`config.mk`:
```
export PLATFORM = sky130hd
export DESIGN_NAME = token_noise_reducer
export DESIGN_NICKNAME = d
export VERILOG_FILES = /design/src/rtl/tnr_pkg.sv /design/src/rtl/tnr_front.sv /design/src/rtl/tnr_queue.sv /design/src/rtl/tnr_back.sv /design/src/rtl/token_noise_reducer.sv
export VERILOG_INCLUDE_DIRS = /design/src /design/src/rtl
export SDC_FILE = /design/constraint.sdc
export NUM_CORES = 1
export LEC_CHECK = 0
export ABC_AREA = 1
export BUFFER_PORTS_ARGS = -buffer_cell sky130_fd_sc_hd__buf_4
export CAP_MARGIN = 20
export CORE_ASPECT_RATIO = 0.8
export CORE_UTILIZATION = 47
export DETAILED_ROUTE_END_ITERATION = 8
export GPL_TIMING_DRIVEN = 0
export PLACE_DENSITY = 0.65
export SYNTH_ARGS = -nofsm -noshare
export SYNTH_HDL_FRONTEND = slang
export SYNTH_SLANG_ARGS = --single-unit
```
`constraint.sdc`:
```
create_clock -name clk -period 8.5 [get_ports clk]
set_input_delay 2.55 -clock clk [delete_from_list [all_inputs] [get_ports clk]]
set_output_delay 2.55 -clock clk [all_outputs]
set_load 0.01 [all_outputs]
```
`src/rtl/token_noise_reducer_macros.svh`:
```
// assertion macros shared by the noise reducer modules
`ifndef TOKEN_NOISE_REDUCER_MACROS_SVH
`define TOKEN_NOISE_REDUCER_MACROS_SVH

// same-cycle implication
`define TNR_ASSERT_IMPL(label, clk, rst, ante, cons, msg) \
  label: assert property (@(posedge clk) disable iff (rst) (ante) |-> (cons)) \
    else $error(msg);

// next-cycle implication
`define TNR_ASSERT_NEXT(label, clk, rst, ante, cons, msg) \
  label: assert property (@(posedge clk) disable iff (rst) (ante) |=> (cons)) \
    else $error(msg);

`endif

```
`src/rtl/tnr_pkg.sv`:
```
// types, constants and codes of the token noise reducer
package tnr_pkg;

  localparam int RefWidth      = 16;
  localparam int ProbWidth     = 16;
  localparam int CountWidth    = 16;
  localparam int LimitWidth    = 4;
  localparam int GapWidth      = 2;
  localparam int InDataWidth   = ((RefWidth + ProbWidth + 7) / 8) * 8;
  localparam int OutDataWidth  = ((RefWidth + 2 * CountWidth + 7) / 8) * 8;
  localparam int OutUserWidth  = 3;
  localparam int CfgIndexWidth = 3;
  localparam int CfgDataWidth  = 16;
  localparam int QueueDepth    = 2;
  localparam int QueuePtrWidth = $clog2(QueueDepth);
  localparam int QueueCntWidth = $clog2(QueueDepth + 1);

  typedef logic [RefWidth-1:0]   ref_t;
  typedef logic [ProbWidth-1:0]  prob_t;
  typedef logic [CountWidth-1:0] count_t;
  typedef logic [LimitWidth-1:0] limit_t;

  // register indexes
  localparam logic [CfgIndexWidth-1:0] REG_STRONG_LOW_CUT  = CfgIndexWidth'(0);
  localparam logic [CfgIndexWidth-1:0] REG_STRONG_HIGH_CUT = CfgIndexWidth'(1);
  localparam logic [CfgIndexWidth-1:0] REG_NEUTRAL_FLOOR   = CfgIndexWidth'(2);
  localparam logic [CfgIndexWidth-1:0] REG_NEUTRAL_CEILING = CfgIndexWidth'(3);
  localparam logic [CfgIndexWidth-1:0] REG_END_LOW_MARK    = CfgIndexWidth'(4);
  localparam logic [CfgIndexWidth-1:0] REG_END_HIGH_MARK   = CfgIndexWidth'(5);
  localparam logic [CfgIndexWidth-1:0] REG_SHORT_DUB_LIMIT = CfgIndexWidth'(6);

  // register reset values, Q0.16 probabilities; the short dub limit is a plain count
  localparam prob_t  STRONG_LOW_CUT_RST  = prob_t'(19661);
  localparam prob_t  STRONG_HIGH_CUT_RST = prob_t'(58982);
  localparam prob_t  NEUTRAL_FLOOR_RST   = prob_t'(26214);
  localparam prob_t  NEUTRAL_CEILING_RST = prob_t'(39322);
  localparam prob_t  END_LOW_MARK_RST    = prob_t'(16384);
  localparam prob_t  END_HIGH_MARK_RST   = prob_t'(52429);
  localparam limit_t SHORT_DUB_LIMIT_RST = limit_t'(4);

  typedef enum logic [1:0] {
    ACT_ELIMINATED = 2'd0,
    ACT_CLEAN      = 2'd1,
    ACT_RESTORED   = 2'd2
  } action_t;

  typedef struct packed {
    prob_t  strong_low_cut;
    prob_t  strong_high_cut;
    prob_t  neutral_floor;
    prob_t  neutral_ceiling;
    prob_t  end_low_mark;
    prob_t  end_high_mark;
    limit_t short_dub_limit;
  } cfg_t;

  // one token to judge, already classified against the thresholds
  typedef struct packed {
    ref_t token_ref;
    logic is_header;
    logic is_low;
    logic is_high;
    logic self_neutral;
    logic next_neutral;
    logic end_high;
    logic end_low;
    logic next_end_low;
    logic message_done;
    logic last_of_run;
  } job_t;

  typedef struct packed {
    ref_t    target_ref;
    action_t action;
    count_t  eliminated_total;
    count_t  clean_total;
    logic    message_done;
    logic    last_of_run;
  } result_t;

endpackage

```
`src/rtl/tnr_front.sv`:
```
// front end: takes tokens, holds the lookahead token and issues classified jobs
`include "token_noise_reducer_macros.svh"

module tnr_front import tnr_pkg::*; (
  input  logic                   clk,
  input  logic                   rst,
  input  cfg_t                   cfg,
  input  logic                   s_tvalid,
  output logic                   s_tready,
  input  logic [InDataWidth-1:0] s_tdata,
  input  logic                   s_tuser,
  input  logic                   s_tlast,
  output logic                   push,
  output job_t                   push_job,
  input  logic                   q_full
);

  logic  hold_valid;
  ref_t  hold_ref;
  prob_t hold_prob;
  logic  hold_hdr;
  logic  hold_last;
  logic  pending_valid;
  ref_t  pending_ref;
  prob_t pending_prob;
  logic  pending_hdr;

  function automatic job_t classify(input ref_t ref_in, input prob_t prob,
                                    input logic hdr, input prob_t nprob,
                                    input cfg_t c, input logic done,
                                    input logic lor);
    job_t j;
    j.token_ref    = ref_in;
    j.is_header    = hdr;
    j.is_low       = prob <= c.strong_low_cut;
    j.is_high      = prob >= c.strong_high_cut;
    j.self_neutral = (prob >= c.neutral_floor) && (prob <= c.neutral_ceiling);
    j.next_neutral = (nprob >= c.neutral_floor) && (nprob <= c.neutral_ceiling);
    j.end_high     = prob >= c.end_high_mark;
    j.end_low      = prob <= c.end_low_mark;
    j.next_end_low = nprob <= c.end_low_mark;
    j.message_done = done;
    j.last_of_run  = lor;
    return j;
  endfunction

  assign s_tready = !hold_valid;

  // the pending token goes first, then the held token if it ends the message
  always_comb begin
    push     = 1'b0;
    push_job = classify(hold_ref, hold_prob, hold_hdr, hold_prob, cfg, 1'b1, 1'b1);
    if (hold_valid && !q_full) begin
      if (pending_valid) begin
        push     = 1'b1;
        push_job = classify(pending_ref, pending_prob, pending_hdr, hold_prob, cfg,
                            1'b0, !hold_last);
      end else if (hold_last) begin
        push = 1'b1;
      end
    end
  end

  always_ff @(posedge clk) begin
    if (rst) begin
      hold_valid    <= 1'b0;
      pending_valid <= 1'b0;
    end else if (s_tvalid && s_tready) begin
      hold_valid <= 1'b1;
      hold_ref   <= s_tdata[RefWidth-1:0];
      hold_prob  <= s_tdata[RefWidth +: ProbWidth];
      hold_hdr   <= s_tuser;
      hold_last  <= s_tlast;
    end else if (hold_valid && !q_full) begin
      if (pending_valid) begin
        pending_valid <= 1'b0;
      end else begin
        hold_valid <= 1'b0;
        if (!hold_last) begin
          pending_valid <= 1'b1;
          pending_ref   <= hold_ref;
          pending_prob  <= hold_prob;
          pending_hdr   <= hold_hdr;
        end
      end
    end
  end

  `TNR_ASSERT_NEXT(a_final_leaves_no_pending, clk, rst, push && push_job.message_done, !pending_valid, "token left pending after message end")

endmodule

```
`src/rtl/tnr_queue.sv`:
```
// short job queue between front and back end
`include "token_noise_reducer_macros.svh"

module tnr_queue import tnr_pkg::*; (
  input  logic clk,
  input  logic rst,
  input  logic push,
  input  job_t push_job,
  output logic full,
  input  logic pop,
  output job_t head,
  output logic not_empty
);

  job_t                     entries [QueueDepth];
  logic [QueuePtrWidth-1:0] wr_ptr;
  logic [QueuePtrWidth-1:0] rd_ptr;
  logic [QueueCntWidth-1:0] count;

  assign full      = count == QueueCntWidth'(QueueDepth);
  assign not_empty = count != '0;
  assign head      = entries[rd_ptr];

  always_ff @(posedge clk) begin
    if (push) begin
      entries[wr_ptr] <= push_job;
    end
  end

  always_ff @(posedge clk) begin
    if (rst) begin
      wr_ptr <= '0;
      rd_ptr <= '0;
      count  <= '0;
    end else begin
      if (push) begin
        wr_ptr <= (wr_ptr == QueuePtrWidth'(QueueDepth - 1)) ? '0 : wr_ptr + 1'b1;
      end
      if (pop) begin
        rd_ptr <= (rd_ptr == QueuePtrWidth'(QueueDepth - 1)) ? '0 : rd_ptr + 1'b1;
      end
      if (push && !pop) begin
        count <= count + 1'b1;
      end else if (pop && !push) begin
        count <= count - 1'b1;
      end
    end
  end

  `TNR_ASSERT_IMPL(a_no_push_when_full, clk, rst, push, !full, "push into full job queue")
  `TNR_ASSERT_IMPL(a_no_pop_when_empty, clk, rst, pop, not_empty, "pop from empty job queue")

endmodule

```
`src/rtl/tnr_back.sv`:
```
// back end: judges tokens, tracks dub runs and emits restore and verdict results
`include "token_noise_reducer_macros.svh"

module tnr_back import tnr_pkg::*; (
  input  logic    clk,
  input  logic    rst,
  input  limit_t  short_dub_limit,
  input  logic    q_valid,
  input  job_t    q_head,
  output logic    pop,
  output logic    m_tvalid,
  input  logic    m_tready,
  output result_t res
);

  typedef enum logic [1:0] {
    S_IDLE,
    S_RESTORE,
    S_VERDICT
  } state_t;

  state_t                state;
  job_t                  cur;
  logic                  run_end;
  logic [1:0]            rest_left;
  logic                  before_valid;
  logic                  before_neutral;
  logic                  dub_active;
  limit_t                dub_count;
  logic [GapWidth-1:0]   dub_start_gap;
  ref_t                  recent_refs [2];
  count_t                elim_count;
  count_t                clean_count;

  logic                  slot_free;
  logic                  emit;
  logic                  head_end;
  logic                  head_undo;
  logic [1:0]            head_rest;
  logic                  rest_idx;
  logic                  da;
  logic                  elim;
  logic                  started;
  count_t                elim_next;
  count_t                clean_next;
  limit_t                dub_count_next;
  logic [GapWidth-1:0]   gap_next;

  assign slot_free = !m_tvalid || m_tready;
  assign emit      = ((state == S_RESTORE) || (state == S_VERDICT)) && slot_free;
  assign pop       = (state == S_IDLE) && q_valid;

  // run end and restore span are decided against the state before the verdict
  assign head_end  = dub_active &&
                     (q_head.end_high || (q_head.end_low && q_head.next_end_low));
  assign head_undo = head_end && (dub_count < short_dub_limit) && (dub_count > limit_t'(1));
  assign head_rest = !head_undo ? 2'd0 :
                     (dub_start_gap == '1) ? 2'd2 : 2'(dub_start_gap);
  // oldest first: two left reads the older entry
  assign rest_idx  = rest_left[1];

  assign da      = dub_active && !run_end;
  assign elim    = da || (!cur.is_header && (cur.is_low || cur.is_high) &&
                          ((before_valid && before_neutral) || cur.next_neutral));
  assign started = elim && cur.is_low;

  assign elim_next  = (elim_count == '1) ? elim_count : elim_count + 1'b1;
  assign clean_next = (clean_count == '1) ? clean_count : clean_count + 1'b1;

  always_comb begin
    dub_count_next = dub_count;
    if (started && !da) begin
      dub_count_next = limit_t'(1);
    end else if (da && dub_count != '1) begin
      dub_count_next = dub_count + 1'b1;
    end
    gap_next = dub_start_gap;
    if (started) begin
      gap_next = '0;
    end else if (dub_start_gap != '1) begin
      gap_next = dub_start_gap + 1'b1;
    end
  end

  always_ff @(posedge clk) begin
    if (rst) begin
      state          <= S_IDLE;
      m_tvalid       <= 1'b0;
      rest_left      <= 2'd0;
      run_end        <= 1'b0;
      before_valid   <= 1'b0;
      before_neutral <= 1'b0;
      dub_active     <= 1'b0;
      dub_count      <= '0;
      dub_start_gap  <= '0;
      recent_refs[0] <= '0;
      recent_refs[1] <= '0;
      elim_count     <= '0;
      clean_count    <= '0;
    end else begin
      if (emit) begin
        m_tvalid <= 1'b1;
      end else if (m_tvalid && m_tready) begin
        m_tvalid <= 1'b0;
      end
      unique case (state)
        S_IDLE: begin
          if (q_valid) begin
            cur       <= q_head;
            run_end   <= head_end;
            rest_left <= head_rest;
            state     <= (head_rest != 2'd0) ? S_RESTORE : S_VERDICT;
          end
        end
        S_RESTORE: begin
          if (slot_free) begin
            res.target_ref       <= recent_refs[rest_idx];
            res.action           <= ACT_RESTORED;
            res.eliminated_total <= elim_count;
            res.clean_total      <= clean_count;
            res.message_done     <= 1'b0;
            res.last_of_run      <= 1'b0;
            rest_left            <= rest_left - 1'b1;
            if (rest_left == 2'd1) begin
              state <= S_VERDICT;
            end
          end
        end
        S_VERDICT: begin
          if (slot_free) begin
            res.target_ref       <= cur.token_ref;
            res.action           <= elim ? ACT_ELIMINATED : ACT_CLEAN;
            res.eliminated_total <= elim ? elim_next : elim_count;
            res.clean_total      <= elim ? clean_count : clean_next;
            res.message_done     <= cur.message_done;
            res.last_of_run      <= cur.last_of_run;
            state                <= S_IDLE;
            if (cur.message_done) begin
              before_valid   <= 1'b0;
              before_neutral <= 1'b0;
              dub_active     <= 1'b0;
              dub_count      <= '0;
              dub_start_gap  <= '0;
              recent_refs[0] <= '0;
              recent_refs[1] <= '0;
              elim_count     <= '0;
              clean_count    <= '0;
            end else begin
              before_valid   <= 1'b1;
              before_neutral <= cur.self_neutral;
              dub_active     <= da || started;
              dub_count      <= dub_count_next;
              dub_start_gap  <= gap_next;
              recent_refs[1] <= recent_refs[0];
              recent_refs[0] <= cur.token_ref;
              if (elim) begin
                elim_count <= elim_next;
              end else begin
                clean_count <= clean_next;
              end
            end
          end
        end
        default: begin
          state <= S_IDLE;
        end
      endcase
    end
  end

  `TNR_ASSERT_IMPL(a_restore_has_count, clk, rst, state == S_RESTORE, rest_left != 2'd0, "restore state with nothing left to restore")
  `TNR_ASSERT_IMPL(a_restore_in_run, clk, rst, state == S_RESTORE, dub_active, "restore outside a dub run")
  `TNR_ASSERT_NEXT(a_message_end_clears, clk, rst, state == S_VERDICT && slot_free && cur.message_done, elim_count == '0 && clean_count == '0 && !dub_active && !before_valid, "message state not cleared at message end")

endmodule

```
`src/rtl/token_noise_reducer.sv`:
```
// top level of the token noise reducer: config registers, front, queue, back
//
//  channel   | direction | transfer content
//  ----------+-----------+----------------------------------------------------
//  s_*       | in        | tdata: token_ref, probability; tuser: is_header;
//            |           | tlast: message_end
//  m_*       | out       | tdata: target_ref, eliminated_total, clean_total;
//            |           | tuser: action, last_of_run; tlast: message_done
//  cfg_*     | in        | write enable, register index, 16-bit data
//
// a token passes these steps: the input holding register issues the pending job, then either
// issues its own job when it ends the message or parks the token as the lookahead, and the
// back-end sequencer picks up a job, sends one result per restore and then the verdict;
// at most one result leaves per cycle.
// reset is synchronous on rst; there is no clearing pass.
// a low m_tready holds the output register; the two-job queue lets the front end keep
// taking tokens while the back end waits.

module token_noise_reducer import tnr_pkg::*; (
  input  logic                     clk,
  input  logic                     rst,
  input  logic                     cfg_we,
  input  logic [CfgIndexWidth-1:0] cfg_index,
  input  logic [CfgDataWidth-1:0]  cfg_data,
  input  logic                     s_tvalid,
  output logic                     s_tready,
  input  logic [InDataWidth-1:0]   s_tdata,   // token_ref, probability
  input  logic                     s_tuser,   // is_header
  input  logic                     s_tlast,
  output logic                     m_tvalid,
  input  logic                     m_tready,
  output logic [OutDataWidth-1:0]  m_tdata,   // target_ref, eliminated_total, clean_total
  output logic [OutUserWidth-1:0]  m_tuser,   // action, last_of_run
  output logic                     m_tlast
);

  cfg_t    cfg;
  logic    push;
  job_t    push_job;
  logic    q_full;
  logic    pop;
  job_t    q_head;
  logic    q_valid;
  result_t res;

  always_ff @(posedge clk) begin
    if (rst) begin
      cfg.strong_low_cut  <= STRONG_LOW_CUT_RST;
      cfg.strong_high_cut <= STRONG_HIGH_CUT_RST;
      cfg.neutral_floor   <= NEUTRAL_FLOOR_RST;
      cfg.neutral_ceiling <= NEUTRAL_CEILING_RST;
      cfg.end_low_mark    <= END_LOW_MARK_RST;
      cfg.end_high_mark   <= END_HIGH_MARK_RST;
      cfg.short_dub_limit <= SHORT_DUB_LIMIT_RST;
    end else if (cfg_we) begin
      unique case (cfg_index)
        REG_STRONG_LOW_CUT:  cfg.strong_low_cut  <= prob_t'(cfg_data);
        REG_STRONG_HIGH_CUT: cfg.strong_high_cut <= prob_t'(cfg_data);
        REG_NEUTRAL_FLOOR:   cfg.neutral_floor   <= prob_t'(cfg_data);
        REG_NEUTRAL_CEILING: cfg.neutral_ceiling <= prob_t'(cfg_data);
        REG_END_LOW_MARK:    cfg.end_low_mark    <= prob_t'(cfg_data);
        REG_END_HIGH_MARK:   cfg.end_high_mark   <= prob_t'(cfg_data);
        REG_SHORT_DUB_LIMIT: cfg.short_dub_limit <= cfg_data[LimitWidth-1:0];
        default: begin
        end
      endcase
    end
  end

  tnr_front u_front (
    .clk      (clk),
    .rst      (rst),
    .cfg      (cfg),
    .s_tvalid (s_tvalid),
    .s_tready (s_tready),
    .s_tdata  (s_tdata),
    .s_tuser  (s_tuser),
    .s_tlast  (s_tlast),
    .push     (push),
    .push_job (push_job),
    .q_full   (q_full)
  );

  tnr_queue u_queue (
    .clk       (clk),
    .rst       (rst),
    .push      (push),
    .push_job  (push_job),
    .full      (q_full),
    .pop       (pop),
    .head      (q_head),
    .not_empty (q_valid)
  );

  tnr_back u_back (
    .clk             (clk),
    .rst             (rst),
    .short_dub_limit (cfg.short_dub_limit),
    .q_valid         (q_valid),
    .q_head          (q_head),
    .pop             (pop),
    .m_tvalid        (m_tvalid),
    .m_tready        (m_tready),
    .res             (res)
  );

  assign m_tdata = OutDataWidth'({res.clean_total, res.eliminated_total, res.target_ref});
  assign m_tuser = {res.last_of_run, res.action};
  assign m_tlast = res.message_done;

endmodule
```
==> reports/metrics.cfg, run 1 <==
[outcome]
status = finished clean

[finish]
drive_above_1_share_pct = 11.9
final_nets = 2635
fin_cells = 2955
antenna_cells = 0
syn_to_final_growth_pct = 15.2

[worst_setup_path]
r2r_cells = 8
cp_cell_sequence = clkbuf_1, clkbuf_1, nor4_2, buf_4, buf_4
crit_type = input pin to flop
worstPathRequired_ns = 8.77
r2r_slack_ns = 5.69
slowest_delay_ns = 0.78
r2r-start = u_front.hold_prob[15]
critPathSlowestCell = nor4_2
worstSetupStartpointType = input pin
arrival_ns = 4.44
cp-end-kind = flop
crit_fanout = 10
reg2reg_to = u_queue.entries[0][3]

[pwr]
ir_drop_mv = 0.149
p_per_area_mw_per_mm2 = 227
power_frac_clock_pct = 34.5
p_comb_share_pct = 21.0
switchingPower_uw = 1600
seq_power_share_pct = 44.6
p_sw_share_pct = 30.8
p_int_uw = 3600
p_leak_uw = 0.00996

[global_route]
grt_usage_pct = 25.7
antenna_found_initial = 1
grt_pass1_vias = 15400
grt_max_degree = 42
grt_overflow = 0
grt_pass1_wl_um = 85000

[clocking]
cts_tree = done
cts-buffers-inserted = 42
ctsRootBufferMaster = clkbuf_16
cts_resized = 0
hold_buffers = 0
postCtsSetupBuffers = 0
clock_path_buffers = 3
cts.sinks = 381
clkLatencyLatePin_ns = 0.57
clk_pin_slew_ns = 0.06
htreeDepth = 2

[synthesis]
syn-cell-area_sq_mm = 0.0199
synth.ff_latch_count = 381
yosysWarnings = 0
synth_async_sr_flop_share_pct = 0
syn_inst = 2204
synthDominantCellAreaShare_pct = 34.0
ys_seq_area_share_pct = 49.6
ys.flop_type = edfxtp_1
synth_edf_count = 226
syn-num-nets = 2469
netlist.top_cell.by_area = edfxtp_1
syn_avg_cell_area_sq_um = 9.04
ys_top_cells_by_area = edfxtp_1 (34%), dfxtp_1 (16%), ha_1 (13%)
yosysUniqueCellTypes = 49

[route]
drc = 0
finalWirelength_um = 54700
post_drt_wl_per_cell_um = 18.5
num_vias = 16100
ant_nets = 0
firstDrtPassIters = 5
drt_iter0_drc = 1358
via_per_inst = 5.43

[min_path]
hold_path_class = flop to flop
hold_end = u_front.pending_hdr
min_path_cells = 0
hold_start = u_front.hold_hdr

[placed_design]
placed_cells = 2878
routabilityCongestion = 0.973
io_buffers = 110
dp_hpwl_um = 39600
place_ws_ns = 3.82

[floorplanning]
pin_count = 112
start_util_pct = 47.7
die_w_um = 232
dieArea_sq_mm = 0.0432
chipHeight_um = 186
core_area_sq_mm = 0.0418
rows = 67

[flow_run]
cap_violations = 0

[timing]
rsz0062_at_grt = no
tightest_slew_ns = 1.01
min_period_ns = 4.17
clock.fmax_mhz = 240
finalHoldViolCount = 0
finalClockSkew_ns = 0.0235
post-route-period-util_pct = 49.1
setup_viol = 0
drv_slew = 0
fin_ws_ns = 4.33
relSlewSlack_pct = 32.0

==> cell usage in the layout (no fill, tap or decap), types with 8 or more instances in the layout <==
cell type  instances
a21oi_1          172
buf_2             34
buf_4            122
clkbuf_1          37
clkbuf_16         42
dfxtp_1          155
edfxtp_1         226
ha_1             207
inv_1            257
inv_2              8
nand2_1          508
nand3_1           96
nand3_2            8
nand4_1           16
nor2_1           129
nor2_2            11
nor3_1            16
o211ai_1          46
o21ai_0          164
o21ai_1           20
xor2_1            19
==> worst max-delay path by stage <==
stage                        start                         to  slack (ns)  cells after the start
after floorplan                rst              u_back.res[0]        1.43                      3
after global placement         rst     u_front.pending_ref[6]       -0.67                      3
after detailed placement       rst     u_front.pending_ref[6]        3.82                      5
after CTS                      rst     u_front.pending_ref[6]        4.41                      5
after global routing      m_tready  u_back.recent_refs[0][12]        4.32                      8
final                          rst     u_front.pending_ref[6]        4.33                      5
==> routing by layer <==
metal,global-route usage [%],wire (um),vias up
li1,-,-,7803
met1,36.8,25300,7547
met2,39.1,23200,576
met3,4.24,4380,129
met4,9.34,1870,2
met5,0,13,-
==> layout make-up <==
type | instances | area (sq um)
plain buffers | 72 | 369
well taps | 552 | 691
fillers | 3700 | 18900
multi-input cells | 1484 | 8700
flip-flops and latches | 381 | 9890
clock inverters | 15 | 171
inverters | 267 | 1000
clock buffers | 62 | 1180
repair buffers | 122 | 975
==> Yosys cell counts (6+ instances only) <==
library cell	number
nand3_1	96
nor2_2	8
o21ai_1	20
nand2_2	6
buf_4	7
o22ai_1	7
a21oi_1	172
nor2_1	133
clkbuf_1	22
nand4_1	16
inv_2	8
nor3_1	17
ha_1	207
nand3_2	8
o211ai_1	46
nand2_1	508
dfxtp_1	155
nor4_1	6
o21ai_0	164
edfxtp_1	226
buf_2	34
xor2_1	19
inv_1	257
==> power groups by stage <==
| stage | combinational (uW) | clock, uW | sequential [uW] |
|---|---|---|---|
| final | 1090 | 1790 | 2320 |
| after global routing | 1230 | 1900 | 2340 |
| after CTS | 1090 | 1820 | 2320 |
| after detailed placement | 1090 | 0 | 2360 |
| after global placement | 1030 | 0 | 2360 |
| after floorplan | 667 | 0 | 2350 |
==> worst max-delay path: cells and delay by family <==
| kind | cells | cell delay (ns) |
|---|---|---|
| buffers and inverters | 4 | 1.10 |
| AND/OR/NAND/NOR | 1 | 0.78 |
==> flip-flops by register name, indices dropped and copies added (netlist names), 2 cells and up, named ones only <==
register and count:
cfg 100, u_front.hold_ref 16, u_back.rest_left 2, u_front.pending_ref 16, u_back.elim_count 16, u_queue.count 2
u_queue.entries 52, u_back.res 52, u_back.cur 23, u_back.dub_start_gap 2, u_back.dub_count 4, u_front.pending_prob 16
u_back.clean_count 16, u_back.recent_refs 32, u_back.state 2, u_front.hold_prob 16
==> per-stage QoR <==
step	setup TNS [ns]	total power, uW	hold WS, ns	area, sq um	util (%)
after floorplan	0	3020	0.422	19900	-
after global placement	-21.97	3400	0.434	21500	51.3
after detailed placement	0	3450	0.440	21600	51.7
after CTS	0	5240	0.454	23000	54.9
after global routing	0	5460	0.459	23000	54.9
final	0	5200	0.451	23000	54.9
==> cell families (layout without fill, tap and decap cells) <==
family	count (synthesis)	count (layout)	synth area share [%]
adder cells (fa/ha/maj)	207	207	13.0
buffers and inverters	339	538	6.89
flip-flops	381	381	49.6
XOR/XNOR	22	22	0.967
AND/OR/NAND/NOR	822	822	17.7
AO/OA/AOI/OAI	433	433	11.9
Power figures use the tool's default switching activity.
==> run 2, diff against run 1 <==
PLACE_DENSITY = 0.68   (was 0.65)
clock period = 3.4 ns   (was 8.5 ns; I/O delays follow)
==> run 2 against run 1 <==
Compared with the run above: worst setup slack got worse by 3.7 ns; core utilization about the same; die area unchanged; worst hold slack got worse by 0.0033 ns; design area about the same; via count decreased by 1.2%; critical endpoint is now u_front.pending_ref[13]; largest power group unchanged.
==> reports/metrics.cfg, run 2 (synthesis gave the netlist of run 1 again) <==
[global_route]
grt_overflow = 0  ; unchanged
grt_use_met2_pct = 38.7  ; was 39.1%
grt_pass1_wl_um = 83800  ; was 85000 um
grt_pass1_vias = 15100  ; was 15400
grt_use_met3_pct = 4.74  ; was 4.24%
top_usage_layer = met2  ; unchanged
grt_use_met1_pct = 36.6  ; was 36.8%
antenna_found_initial = 0  ; was 1
grt_max_degree = 42  ; unchanged
grt_usage_pct = 25.5  ; was 25.7%

[clocking]
ctsRootBufferMaster = clkbuf_16  ; unchanged
htreeDepth = 2  ; unchanged
hold_buffers = 0  ; unchanged
cts-buffers-inserted = 42  ; unchanged
cts_resized = 0  ; unchanged
cts.sinks = 381  ; unchanged
clk_pin_slew_ns = 0.06  ; about the same
cts_tree = done  ; unchanged
clkLatencyLatePin_ns = 0.57  ; about the same
postCtsSetupBuffers = 0  ; unchanged
clock_path_buffers = 3  ; unchanged

[floorplanning]
start_util_pct = 47.7  ; unchanged
dieArea_sq_mm = 0.0432  ; unchanged
core_area_sq_mm = 0.0418  ; unchanged
pin_count = 112  ; unchanged
chipHeight_um = 186  ; unchanged
die_w_um = 232  ; unchanged
rows = 67  ; unchanged

[worst_setup_path]
crit_fanout = 16  ; was 10
crit_type = input pin to flop  ; unchanged
arrival_ns = 3.02  ; was 4.44 ns
cp-end-kind = flop  ; unchanged
worstPathRequired_ns = 3.66  ; was 8.77 ns
worstSetupStartpointType = input pin  ; unchanged

[timing]
min_period_ns = 2.77
finalHoldViolCount = 0  ; unchanged
setup_viol = 0  ; unchanged
tightest_slew_ns = 0.967  ; was 1.01 ns
drv_slew = 0  ; unchanged
finalSetupTns_ns = 0  ; unchanged
relSlewSlack_pct = 34.9  ; was 32.0%
post-route-period-util_pct = 81.4
finalClockSkew_ns = 0.0196  ; was 0.0235 ns
rsz0062_at_grt = no  ; unchanged
clock.fmax_mhz = 361

[route]
via_per_inst = 5.38  ; was 5.43
num_vias = 15900  ; was 16100
post_drt_wl_per_cell_um = 18.4  ; was 18.5 um
drt_iter0_drc = 1469  ; was 1358
finalWirelength_um = 54400  ; was 54700 um
firstDrtPassIters = 6  ; was 5
drc = 0  ; unchanged
ant_nets = 0  ; unchanged

[finish]
final_common_cell = nand2_1  ; unchanged
drive_above_1_share_pct = 12.0  ; was 11.9%
antenna_cells = 0  ; unchanged
syn_to_final_growth_pct = 15.2  ; about the same
fill_cells = 3717  ; was 3700
largest_registers = cfg: 100 flops, u_back.res: 52 flops, u_queue.entries: 52 flops  ; unchanged
most-common-layout-cells = nand2_1 (508), inv_1 (257), edfxtp_1 (226)  ; unchanged
final_nets = 2631  ; was 2635
design_area_sq_mm = 0.0230  ; about the same
largest_register = cfg  ; unchanged
largest_reg_flops = 100  ; unchanged

[flow_run]
cap_violations = 0  ; unchanged

[placed_design]
dp_hpwl_um = 39400  ; was 39600 um
routabilityCongestion = 0.953  ; was 0.973
io_buffers = 110  ; unchanged
post_dp_cell_area_sq_mm = 0.0217  ; was 0.0216 sq mm

[pwr]
ir_drop_mv = 0.350  ; was 0.149 mV
p_leak_uw = 0.00995  ; was 0.00996 uW
power_uw = 12900  ; was 5200 uW
p_per_area_mw_per_mm2 = 564  ; was 227 mW/mm^2

[outcome]
status = finished clean  ; unchanged

[min_path]
hold_path_class = flop to flop  ; unchanged

==> run 2: worst max-delay path, stage by stage <==
cell and delay, ns:
clkbuf_1 0.23, clkbuf_1 0.47, nor4_4 0.84, buf_8 0.24
buf_6 0.20
==> run 2: cell type report <==
cell class,instances,area [sq um],area share (%)
flip-flops and latches,381,9890,43.1
multi-input cells,1484,8710,37.9
well taps,552,691,3.01
clock buffers,59,1170,5.12
clock inverters,19,136,0.594
repair buffers,118,985,4.29
plain buffers,72,369,1.61
inverters,267,1000,4.37
==> run 2: path summary, 6_finish.rpt <==
kind | startpoint | end | slack, ns | cells after the start
hold reg to reg | u_front.hold_ref[12] | u_front.pending_ref[12] | 0.45 | 0
setup / recovery | rst | u_front.pending_ref[13] | 0.63 | 5
hold / removal | u_front.hold_ref[12] | u_front.pending_ref[12] | 0.45 | 0
setup reg to reg | u_back.state[0] | u_back.recent_refs[0][4] | 0.75 | 8
==> run 2: report_power, final <==
group / internal [uW] / switching [uW] / total [uW]
logic: 894 / 1860 / 2760
registers: 5550 / 248 / 5790
clock network: 2500 / 1900 / 4390
total: 8940 / 4010 / 12900
==> run 2: metal layers <==
layer  vias to the layer above  part of all wire, %
met5                         -                    0
met4                         0                  2.3
met3                        83                  8.4
met2                       579                   43
met1                      7411                   46
li1                       7799                    -
==> run 2: per-stage QoR <==
stage | hold slack, ns | setup WS, ns | std cells | util, %
floorplan | 0.422 | 0.113 | 2204 | -
global placement | 0.435 | -1.53 | 2866 | 51.3
detailed placement | 0.438 | 0.125 | 2874 | 51.8
CTS | 0.452 | 0.715 | 2952 | 54.9
global route | 0.457 | 0.597 | 2952 | 54.9
finish | 0.448 | 0.633 | 2952 | 54.9
